`config.mk`:
```
export PLATFORM = sky130hd
export DESIGN_NAME = multi_module_watchdog_gate
export DESIGN_NICKNAME = d
export VERILOG_FILES = /design/src/design/mmwg_pkg.sv /design/src/design/mmwg_scan_unit.sv /design/src/design/mmwg_slot_table.sv /design/src/design/multi_module_watchdog_gate.sv
export SDC_FILE = /design/constraint.sdc
export NUM_CORES = 1
export LEC_CHECK = 0
export ABC_AREA = 1
export BUFFER_PORTS_ARGS = -buffer_cell sky130_fd_sc_hd__buf_2
export CAP_MARGIN = 5
export CORE_AREA = 2 2 196 198
export DETAILED_ROUTE_END_ITERATION = 8
export DIE_AREA = 0 0 198 200
export GPL_TIMING_DRIVEN = 0
export PLACE_DENSITY_LB_ADDON = 0.08
export SETUP_SLACK_MARGIN = 0.5
export SYNTH_ARGS = -nofsm -noshare
export SYNTH_HDL_FRONTEND = slang
export SYNTH_SLANG_ARGS = --single-unit
```
`constraint.sdc`:
```
create_clock -name clk -period 6.9 [get_ports clk]
set_input_delay 0.69 -clock clk [delete_from_list [all_inputs] [get_ports clk]]
set_output_delay 0.69 -clock clk [all_outputs]
set_load 0.01 [all_outputs]
```
`src/design/mmwg_pkg.sv`:
```
// Shared constants, codes and types for the multi-module watchdog gate.
package mmwg_pkg;

    // Default table depth
    localparam int MAX_MODULES_DEF = 8;

    // Field widths
    localparam int OP_W     = 2;
    localparam int KEY_W    = 8;
    localparam int TICK_W   = 32;
    localparam int STATUS_W = 3;
    localparam int STALE_W  = 3;

    // Configuration port
    localparam int ADDR_W = 3;
    localparam int DATA_W = 32;
    localparam logic [ADDR_W-3:0] REG_TIMEOUT = 1'b0;
    localparam logic [TICK_W-1:0] TIMEOUT_RST = 32'd1000;
    localparam logic [TICK_W-1:0] TIMEOUT_MIN = 32'd1;

    // Opcodes
    localparam logic [OP_W-1:0] OP_REGISTER = 2'd0;
    localparam logic [OP_W-1:0] OP_FEED     = 2'd1;
    localparam logic [OP_W-1:0] OP_CHECK    = 2'd2;
    localparam logic [OP_W-1:0] OP_CLEAR    = 2'd3;

    // Status codes
    localparam logic [STATUS_W-1:0] ST_OK      = 3'd0;
    localparam logic [STATUS_W-1:0] ST_ALREADY = 3'd1;
    localparam logic [STATUS_W-1:0] ST_FULL    = 3'd2;
    localparam logic [STATUS_W-1:0] ST_UNKNOWN = 3'd3;
    localparam logic [STATUS_W-1:0] ST_STALE   = 3'd4;

    // Slot table write command
    typedef struct packed {
        logic append;   // write a new key, clear stamp and fed flag
        logic feed;     // stamp the slot with the current tick
        logic clr_fed;  // drop every fed flag after a kick
    } wr_cmd_t;

    // Shared compare unit result
    typedef struct packed {
        logic hit;      // slot key matches the word's key
        logic fresh;    // slot was fed within the timeout
    } scan_res_t;

endpackage

```
`src/design/mmwg_scan_unit.sv`:
```
// Shared key compare and wrapping elapsed-time compare for one slot.
module mmwg_scan_unit
    import mmwg_pkg::*;
(
    input  logic [KEY_W-1:0]  key,
    input  logic [TICK_W-1:0] now_ticks,
    input  logic [TICK_W-1:0] timeout_val,
    input  logic [KEY_W-1:0]  slot_key,
    input  logic [TICK_W-1:0] slot_last_feed,
    input  logic              slot_fed,
    output scan_res_t         res
);

    logic [TICK_W-1:0] limit;
    logic [TICK_W-1:0] elapsed;

    // Treat a zero timeout as one tick
    assign limit   = (timeout_val == '0) ? TIMEOUT_MIN : timeout_val;
    // Wrapping elapsed time since the last feed
    assign elapsed = now_ticks - slot_last_feed;

    assign res.hit   = (slot_key == key);
    assign res.fresh = slot_fed && (elapsed <= limit);

endmodule

```
`src/design/mmwg_slot_table.sv`:
```
// Slot table: module keys, last-feed stamps and fed flags.
module mmwg_slot_table
    import mmwg_pkg::*;
#(
    parameter int MAX_MODULES = MAX_MODULES_DEF,
    parameter int IDX_W       = (MAX_MODULES > 1) ? $clog2(MAX_MODULES) : 1
)
(
    input  logic              clk,
    input  logic              rst_n,
    input  logic [IDX_W-1:0]  idx,
    input  wr_cmd_t           wr,
    input  logic [KEY_W-1:0]  wr_key,
    input  logic [TICK_W-1:0] wr_now,
    output logic [KEY_W-1:0]  rd_key,
    output logic [TICK_W-1:0] rd_last_feed,
    output logic              rd_fed
);

    logic [KEY_W-1:0]       key_reg  [MAX_MODULES];
    logic [TICK_W-1:0]      feed_reg [MAX_MODULES];
    logic [MAX_MODULES-1:0] fed_reg;

    // Read the slot under the scan index
    assign rd_key       = key_reg[idx];
    assign rd_last_feed = feed_reg[idx];
    assign rd_fed       = fed_reg[idx];

    // Write key and stamp of the addressed slot
    always_ff @(posedge clk)
    begin
        for (int i = 0; i < MAX_MODULES; i++)
        begin
            if (idx == IDX_W'(i))
            begin
                if (wr.append)
                begin
                    key_reg[i]  <= wr_key;
                    feed_reg[i] <= '0;
                end
                else if (wr.feed)
                begin
                    feed_reg[i] <= wr_now;
                end
            end
        end
    end

    // Update fed flags
    always_ff @(posedge clk or negedge rst_n)
    begin
        if (!rst_n)
        begin
            fed_reg <= '0;
        end
        else if (wr.clr_fed)
        begin
            fed_reg <= '0;
        end
        else
        begin
            for (int i = 0; i < MAX_MODULES; i++)
            begin
                if (idx == IDX_W'(i))
                begin
                    if (wr.append)
                    begin
                        fed_reg[i] <= 1'b0;
                    end
                    else if (wr.feed)
                    begin
                        fed_reg[i] <= 1'b1;
                    end
                end
            end
        end
    end

endmodule

```
`src/design/multi_module_watchdog_gate.sv`:
```
// Operation: a clear needs no scan; register, feed and check scan the used slots in order
//   up to a hit or a stale slot or the end, then the result sits in the output register.
// Throughput: one word at a time; the next word is taken once the scan of the slot
//   table through the shared compare unit has committed its result to a free result register.
// Reset: asynchronous, active low; empties the table and sets the timeout to 1000 ticks.
// Top level of the multi-module watchdog gate: sequencer, config register, result register.
module multi_module_watchdog_gate
    import mmwg_pkg::*;
#(
    parameter int MAX_MODULES = MAX_MODULES_DEF
)
(
    input  logic                clk,
    input  logic                rst_n,
    input  logic                psel,
    input  logic                penable,
    input  logic                pwrite,
    input  logic [ADDR_W-1:0]   paddr,
    input  logic [DATA_W-1:0]   pwdata,
    output logic [DATA_W-1:0]   prdata,
    output logic                pready,
    input  logic                in_valid,
    output logic                in_ready,
    input  logic [OP_W-1:0]     opcode,
    input  logic [KEY_W-1:0]    module_key,
    input  logic [TICK_W-1:0]   now_ticks,
    output logic                out_valid,
    input  logic                out_ready,
    output logic [STATUS_W-1:0] status,
    output logic                kick,
    output logic [STALE_W-1:0]  stale_slot
);

    localparam int IDX_W = (MAX_MODULES > 1) ? $clog2(MAX_MODULES) : 1;
    localparam int CNT_W = $clog2(MAX_MODULES + 1);
    localparam logic [CNT_W-1:0] CNT_MAX = CNT_W'(MAX_MODULES);

    localparam logic S_IDLE = 1'b0;
    localparam logic S_SCAN = 1'b1;

    logic                state_reg, state_next;
    logic [OP_W-1:0]     op_reg;
    logic [KEY_W-1:0]    key_reg;
    logic [TICK_W-1:0]   now_reg;
    logic [CNT_W-1:0]    idx_reg, idx_next;
    logic [CNT_W-1:0]    used_reg, used_next;
    logic [TICK_W-1:0]   timeout_reg;
    logic                out_valid_reg, out_valid_next;
    logic [STATUS_W-1:0] status_reg;
    logic                kick_reg;
    logic [STALE_W-1:0]  stale_reg;

    logic                accept;
    logic                at_end;
    logic                out_free;
    logic                done;
    logic                commit;
    logic [STATUS_W-1:0] res_status;
    logic                res_kick;
    logic [STALE_W-1:0]  res_stale;
    logic [CNT_W+2:0]    idx_ext;
    wr_cmd_t             wr_cmd;
    wr_cmd_t             wr_gated;
    scan_res_t           scan_res;
    logic [KEY_W-1:0]    rd_key;
    logic [TICK_W-1:0]   rd_last_feed;
    logic                rd_fed;
    logic                cfg_wr;

    // Config register access
    assign pready = 1'b1;
    assign cfg_wr = psel && penable && pwrite && (paddr[ADDR_W-1:2] == REG_TIMEOUT);
    assign prdata = (paddr[ADDR_W-1:2] == REG_TIMEOUT) ? timeout_reg : '0;

    always_ff @(posedge clk or negedge rst_n)
    begin
        if (!rst_n)
        begin
            timeout_reg <= TIMEOUT_RST;
        end
        else if (cfg_wr)
        begin
            timeout_reg <= pwdata;
        end
    end

    // Handshake
    assign in_ready  = (state_reg == S_IDLE);
    assign accept    = in_valid && in_ready;
    assign out_valid = out_valid_reg;
    assign status    = status_reg;
    assign kick      = kick_reg;
    assign stale_slot = stale_reg;
    assign out_free  = !out_valid_reg || out_ready;

    // Slot storage and shared compare unit
    mmwg_slot_table #(
        .MAX_MODULES (MAX_MODULES),
        .IDX_W       (IDX_W)
    ) u_table (
        .clk          (clk),
        .rst_n        (rst_n),
        .idx          (idx_reg[IDX_W-1:0]),
        .wr           (wr_gated),
        .wr_key       (key_reg),
        .wr_now       (now_reg),
        .rd_key       (rd_key),
        .rd_last_feed (rd_last_feed),
        .rd_fed       (rd_fed)
    );

    mmwg_scan_unit u_scan (
        .key            (key_reg),
        .now_ticks      (now_reg),
        .timeout_val    (timeout_reg),
        .slot_key       (rd_key),
        .slot_last_feed (rd_last_feed),
        .slot_fed       (rd_fed),
        .res            (scan_res)
    );

    // Decide the step for the slot under the scan index
    assign at_end  = (idx_reg == used_reg);
    assign idx_ext = (CNT_W+3)'(idx_reg);

    always_comb
    begin
        done       = 1'b0;
        res_status = ST_OK;
        res_kick   = 1'b0;
        res_stale  = '0;
        wr_cmd     = '0;
        case (op_reg)
            OP_REGISTER:
            begin
                if (at_end)
                begin
                    done = 1'b1;
                    if (used_reg == CNT_MAX)
                    begin
                        res_status = ST_FULL;
                    end
                    else
                    begin
                        wr_cmd.append = 1'b1;
                    end
                end
                else if (scan_res.hit)
                begin
                    done       = 1'b1;
                    res_status = ST_ALREADY;
                end
            end
            OP_FEED:
            begin
                if (at_end)
                begin
                    done       = 1'b1;
                    res_status = ST_UNKNOWN;
                end
                else if (scan_res.hit)
                begin
                    done        = 1'b1;
                    wr_cmd.feed = 1'b1;
                end
            end
            OP_CHECK:
            begin
                if (at_end)
                begin
                    done           = 1'b1;
                    res_kick       = 1'b1;
                    wr_cmd.clr_fed = 1'b1;
                end
                else if (!scan_res.fresh)
                begin
                    done       = 1'b1;
                    res_status = ST_STALE;
                    res_stale  = idx_ext[STALE_W-1:0];
                end
            end
            OP_CLEAR:
            begin
                done = 1'b1;
            end
            default:
            begin
                done = 1'b1;
            end
        endcase
    end

    // Commit only when the result register can take the word
    assign commit   = (state_reg == S_SCAN) && done && out_free;
    assign wr_gated = commit ? wr_cmd : '0;

    // Sequencer next state
    always_comb
    begin
        state_next     = state_reg;
        idx_next       = idx_reg;
        used_next      = used_reg;
        out_valid_next = out_valid_reg;
        if (out_valid_reg && out_ready)
        begin
            out_valid_next = 1'b0;
        end
        case (state_reg)
            S_IDLE:
            begin
                if (accept)
                begin
                    state_next = S_SCAN;
                    idx_next   = '0;
                end
            end
            S_SCAN:
            begin
                if (!done)
                begin
                    idx_next = idx_reg + 1'b1;
                end
                else if (commit)
                begin
                    state_next     = S_IDLE;
                    out_valid_next = 1'b1;
                    if (op_reg == OP_CLEAR)
                    begin
                        used_next = '0;
                    end
                    else if (wr_cmd.append)
                    begin
                        used_next = used_reg + 1'b1;
                    end
                end
            end
            default:
            begin
                state_next = S_IDLE;
            end
        endcase
    end

    // Hold control state
    always_ff @(posedge clk or negedge rst_n)
    begin
        if (!rst_n)
        begin
            state_reg     <= S_IDLE;
            idx_reg       <= '0;
            used_reg      <= '0;
            out_valid_reg <= 1'b0;
        end
        else
        begin
            state_reg     <= state_next;
            idx_reg       <= idx_next;
            used_reg      <= used_next;
            out_valid_reg <= out_valid_next;
        end
    end

    // Capture the input word
    always_ff @(posedge clk)
    begin
        if (accept)
        begin
            op_reg  <= opcode;
            key_reg <= module_key;
            now_reg <= now_ticks;
        end
    end

    // Load the result register
    always_ff @(posedge clk)
    begin
        if (commit)
        begin
            status_reg <= res_status;
            kick_reg   <= res_kick;
            stale_reg  <= res_stale;
        end
    end

endmodule

```
* Word level (Yosys, flattened, before mapping)
Memory sizes are Yosys's and may differ from the RTL's. Index checks and enable logic that the tools add are counted. Widths: inputs -> output; s select.
Storage, ports and cells: register bits 99, latch bits 0, memory bits (writable) 320, bits in read-only memories 0, memories 2
Memory list:
- u_table.feed_reg | words 8, width 32, read ports 1, clocked after memory_dff 0, wr ports 1, RTL line mmwg_slot_table.sv:21 | logic [TICK_W-1:0] feed_reg [MAX_MODULES];
- u_table.key_reg | words 8, width 8, read ports 1, clocked after memory_dff 0, wr ports 1, RTL line mmwg_slot_table.sv:20 | logic [KEY_W-1:0] key_reg [MAX_MODULES];
Operators by class: add/subtract/negate cells 3, $mul 0, div/mod/pow operators 0, magnitude comparators 2, eq/ne operators 15, shift operators 0, muxes and demuxes 133, bitwise gates (word level) 11, reduce and logical (&&, ||, !) cells 49
Operators with widths (number):
- $mux 32 | 17
- $reduce_or 32->1 | 7
- $mux 1 | 79
- $mux 8 | 8
- $reduce_or 8->1 | 7
- $mux 3 | 18
- $le 32x32->1 | 1
- $logic_not 32->1 | 1
- $sub 32x32->32 | 1
- $reduce_and 2->1 | 9
- $reduce_bool 2->1 | 9
- $mux 4 | 4
- $eq 3x3->1 const B | 4
- $pmux 3 s3 | 1
- $add 4x1->4 const B | 2
- $eq 8x8->1 | 1
- $logic_and 1x1->1 | 8
- $or 1x1->1 | 8
- $pmux 4 s2 | 1
- $eq 3x2->1 const B | 2
- $eq 2x2->1 const B | 2
- $eq 4x4->1 | 1
- $eq 4x4->1 const B | 1
- $lt 3x4->1 const B | 1
- 17 further kinds | 20

* Longest topological paths before layout
depth after elaboration 23, mapped depth 39, gate-level depth less buffers 35

* Modules after synthesis
Synthesis repeated with hierarchy kept, for this count alone.
Unflattened totals: cells, all modules 2587, area total of the unflattened synthesis 21794.7 µm²
By module, submodules not included:
- mmwg_slot_table | times used 1, cells an instance 1655, area an instance 14950.6 µm², sequential area each 9809.4 µm²
- multi_module_watchdog_gate | times used 1, cells an instance 332, area an instance 3627.2 µm², sequential area each 2529.9 µm²
- mmwg_scan_unit | times used 1, cells an instance 600, area an instance 3216.8 µm², sequential area each 0.0 µm²

* Least setup slack after synthesis
OpenSTA, ideal clock, no wires.
path type register -> register, from reg idx_reg[0], to mem u_table.feed_reg[3][0], enable pin, setup time 432 ps, arrival time 6787 ps, required time 6468 ps, setup slack -319 ps, stages on the path, launching flop included 35, period minus slack after synthesis 7219 ps, cells stage by stage dfrtp_1 > buf_4 > buf_2 > clkbuf_1 > clkbuf_1 > clkbuf_1 > nor2_1 > o22ai_1 > nor2_1 > a31oi_1 > ha_1 > fa_1 > o21ai_0 > a21oi_1 > o21bai_1 > a21boi_0 > o21ai_0 > nand3_1 > nand2_1 > a21oi_1 > xnor2_1 > ha_1 > nand2_1 > nor2_1 > nand4_1 > nor2_1 > nand2_1 > nand2_1 > nand2_1 > nand2_1 > nand2_1 > nand3_2 > nand4_1 > buf_2 > a21oi_1
On the way: cells in the longest elaborated chain, start to end 23
Ends and longest elaborated chain:
- start: declaration | RTL line multi_module_watchdog_gate.sv:45 | logic [CNT_W-1:0] idx_reg, idx_next;
- start signal: assignment | RTL line multi_module_watchdog_gate.sv:257 | idx_reg <= idx_next;
- $mem_v2 8x32
- $sub 32x32->32 | RTL line mmwg_scan_unit.sv:20 | assign elapsed = now_ticks - slot_last_feed;
- $le 32x32->1 | RTL line mmwg_scan_unit.sv:23 | assign res.fresh = slot_fed && (elapsed <= limit);
- $logic_and 1x1->1 | RTL line mmwg_scan_unit.sv:23
- $mux 1 | RTL line multi_module_watchdog_gate.sv:175 | else if (!scan_res.fresh)
- $mux 1 | RTL line multi_module_watchdog_gate.sv:169 | if (at_end)
- $pmux 1 s3 | RTL line multi_module_watchdog_gate.sv:133 | case (op_reg)
- $logic_and 1x1->1 (2 in series) | RTL line multi_module_watchdog_gate.sv:194 | assign commit = (state_reg == S_SCAN) && done && out_free;
- $mux 3 | RTL line multi_module_watchdog_gate.sv:195 | assign wr_gated = commit ? wr_cmd : '0;
- $mux 1 | RTL line mmwg_slot_table.sv:41 | else if (wr.feed)
- $mux 1 | RTL line mmwg_slot_table.sv:36 | if (wr.append)
- $mux 1 | RTL line mmwg_slot_table.sv:34 | if (idx == IDX_W'(i))
- $mux 1 (implied by the code) | RTL line mmwg_slot_table.sv:43 | feed_reg[i] <= wr_now;
- $or 1x1->1 (no line)
- $reduce_or 32->1 (no line)
- $mux 3 (no line) or $mux 1 (tied branches) (7 in series)
- end: declaration | RTL line mmwg_slot_table.sv:21
Several ways; a longest one is shown, not always the timed one. The select of a mux whose other input is x is not followed.

* Worst setup path in the final report
from reg idx_reg[0], to mem u_table.feed_reg[2][26], enable pin
Same word-level chain as after synthesis.

==> impl_metrics.toml <==
[timing]
min_period_ns = 6.15
worst_slack_ns = 0.754
setup_violations = 0
tightest_slew_ns = 1.18
hold_viol_final = 0
fmax_mhz = 163
fin_worst_skew_ns = 0.0276
slew-limit-headroom_pct = 21.4
slew_violations = 0
whs_ns = 0.273
rsz0062_at_grt = "false"
fin_crit_sh_pct = 89.1

[floorplan]
die_area_um2 = 39600
die_h_um = 200
die_w_um = 198
start_util_pct = 54.5
io_pins = 126
rows = 71
coreArea_um2 = 37400

[grt]
grt_util_all_layers_pct = 30.7
grtUsageMet3_pct = 5.16
grt_max_degree = 51
grt_util_met1_pct = 42.4
met2_usage_pct = 48.8
grt_overflow_total = 0
grt_pass1_vias = 15400
grt_most_used_layer = "met2"
antenna_found_initial = 0
grt_pass1_wl_um = 89700

[logic_synthesis]
yosys_warnings = 0
postSynth.asyncResetShare_pct = 11.9
synth_nets = 2179
synth_seq_cells = 419
avgSynthCellArea_um2 = 10.1
ys.flop_type = "edfxtp_1"
seq_area_frac_synth_pct = 60.5
synth_edf_count = 369
synthCells = 2023
synth_area_um2 = 20400
ys_types = 48

[worst_setup_path]
cp-start-kind = "register"
critPathRequiredTime_ns = 7.20
r2r-end = "u_table.feed_reg[2][26]"
r2r_start = "idx_reg[0]"
cp_slowest_cell = "dfrtp_1"
path_delay_family = "buffers and inverters"
end_kind = "register"
crit_path_frequent_cell = "nand2_1"
worstSetupPathType = "register to register"
crit_buf_inv = 11
max_stage_delay_ns = 0.42
r2r_setup_slack_ns = 0.75
worstPathArrival_ns = 6.44
r2r_cells = 38
cp_max_fo = 10

[placement]
post-place-ws_ns = -2.12
numPortBuffers = 121
dp_hpwl_um = 41700
dp_cells = 2664
placed_area_um2 = 21900
gp_congestion = 0.882

[cells_and_area]
drive_gt1_share_pct = 17.7
area_growth_pct = 19.3
nets = 2398
layout_common_cells = "nor2_1 (505), edfxtp_1 (369), nand2_1 (222)"
diodes = 0
layout.cells.non_filler = 2788
final_util_pct = 65.0
largest_reg_flops = 256
layout_commonest_cell = "nor2_1"
fillers = 2991
final_area_um2 = 24300

[detailed_routing]
drtPass1Iterations = 5
final_antenna_net_count = 0
vias = 16100
vias_per_cell = 5.79
drc = 0
wire_per_inst_um = 21.8
wl_um = 60700
drtIter0Drc = 1651

[run]
max-cap-violations = 0

[min_path]
min_to = "now_reg[22]"
whs_path_depth = 1
hold_class = "primary input to register"
hold_path.startpoint = "now_ticks[22]"

[power_and_ir_drop]
swShare_pct = 40.4
power_switching_w = 0.00396
power.clock.fraction_pct = 24.2
p_per_area_nw_per_um2 = 402
leakage_nw = 9.64
irDropWorstVdd_mv = 0.237
power_frac_comb_pct = 44.8
p_int_w = 0.00583
seq_power_share_pct = 31.0

[run_status]
status = "finished, final reports clean"

[clocking]
cts_root_buf = "clkbuf_16"
h-tree-depth = 2
clk_path_buf_depth = 3
cts_sinks = 419
clk_pin_slew_worst_paths_ns = 0.06
cts_made_buffers = 45
clk_latency_ns = 0.59
cts_tree = "built"
## per-layer routing
layer,part of all wire [%],routed length (um),vias up
met5,0,0,-
met4,3.4,2050,0
met3,10,6070,136
met2,45,27400,881
met1,41,25100,7695
li1,-,-,7419
## power groups by stage
| stage | sequential (W) | combinational (W) | clock [W] |
|---|---|---|---|
| after detailed placement | 0.00308 | 0.00386 | 0 |
| after CTS | 0.00303 | 0.00413 | 0.00238 |
| after global placement | 0.00308 | 0.00375 | 0 |
| after global routing | 0.00304 | 0.00483 | 0.00247 |
| final | 0.00303 | 0.00439 | 0.00236 |
| after floorplan | 0.00304 | 0.00263 | 0 |
## synth_stat cells (all sizes together), types with 9 or more instances
cell / n / area, um^2
nor2: 517 / 1940
xor2: 25 / 219
dfrtp: 44 / 1100
nand2: 227 / 857
o22ai: 35 / 219
edfxtp: 369 / 11100
a21oi: 101 / 505
o221ai: 31 / 272
clkbuf: 60 / 225
nor4: 9 / 56.3
nand4: 13 / 96.3
buf: 42 / 368
o21ai: 203 / 1020
nand3: 61 / 385
xnor2: 10 / 87.6
ha: 71 / 888
inv: 151 / 574
nor3: 9 / 45.0
## per-stage QoR
step / power [W] / setup TNS [ns]
floorplan: 0.00567 / 0
global placement: 0.00683 / -1056.95
detailed placement: 0.00693 / -923.91
CTS: 0.00954 / 0
global route: 0.0103 / 0
finish: 0.00978 / 0
## repair_timing
action	4_1_cts	5_1_grt
pin swaps	24	23
hold buffers	0	0
resized for setup	125	80
cloned	2	1
hold endpoints to repair	0	0
buffers inserted	31	8
endpoints found under the setup margin	605	590
## worst reg2reg max path: cells and delay by family, from the launching register on
family | cells | cell delay, ns
adders and majority gates | 2 | 0.59
and+or+nand+nor | 14 | 1.35
AOI/OAI and AO/OA | 10 | 1.60
xor gates and xnor gates | 1 | 0.18
DFF | 1 | 0.42
buffers and inverters | 11 | 1.73
## cell type report
type | instances | area (um^2) | area share, %
multi-input combinational | 1349 | 7220 | 29.7
inverter | 154 | 586 | 2.41
clock buffer | 56 | 1170 | 4.80
timing repair buffer | 171 | 1270 | 5.21
tap | 511 | 639 | 2.63
sequential | 419 | 12300 | 50.8
buffer | 102 | 841 | 3.46
clock inverter | 26 | 251 | 1.03
## kinds of logic (layout without fill, tap and decap cells)
group	after synthesis	in the layout	synth area share, %
other	1	1	0.0184
AND/OR/NAND/NOR	843	843	16.8
XOR/XNOR	35	35	1.50
AO/OA/AOI/OAI	397	398	10.9
adder cells (fa/ha/maj)	72	72	4.46
flip-flops	419	419	60.5
buffers and inverters	256	509	5.78
## how the worst max path moves through the flow
| stage | start | to | slack (ns) | cells past startpoint |
|---|---|---|---|---|
| floorplan | idx_reg[0] | u_table.feed_reg[0][0] | 0.27 | 34 |
| global placement | idx_reg[0] | u_table.feed_reg[4][26] | -2.87 | 33 |
| detailed placement | idx_reg[0] | u_table.feed_reg[4][27] | -2.12 | 34 |
| CTS | idx_reg[1] | u_table.feed_reg[2][22] | 0.50 | 35 |
| global route | idx_reg[0] | u_table.feed_reg[2][26] | 0.48 | 37 |
| finish | idx_reg[0] | u_table.feed_reg[2][26] | 0.75 | 38 |
Note: power is estimated with default switching activity, not from simulation.
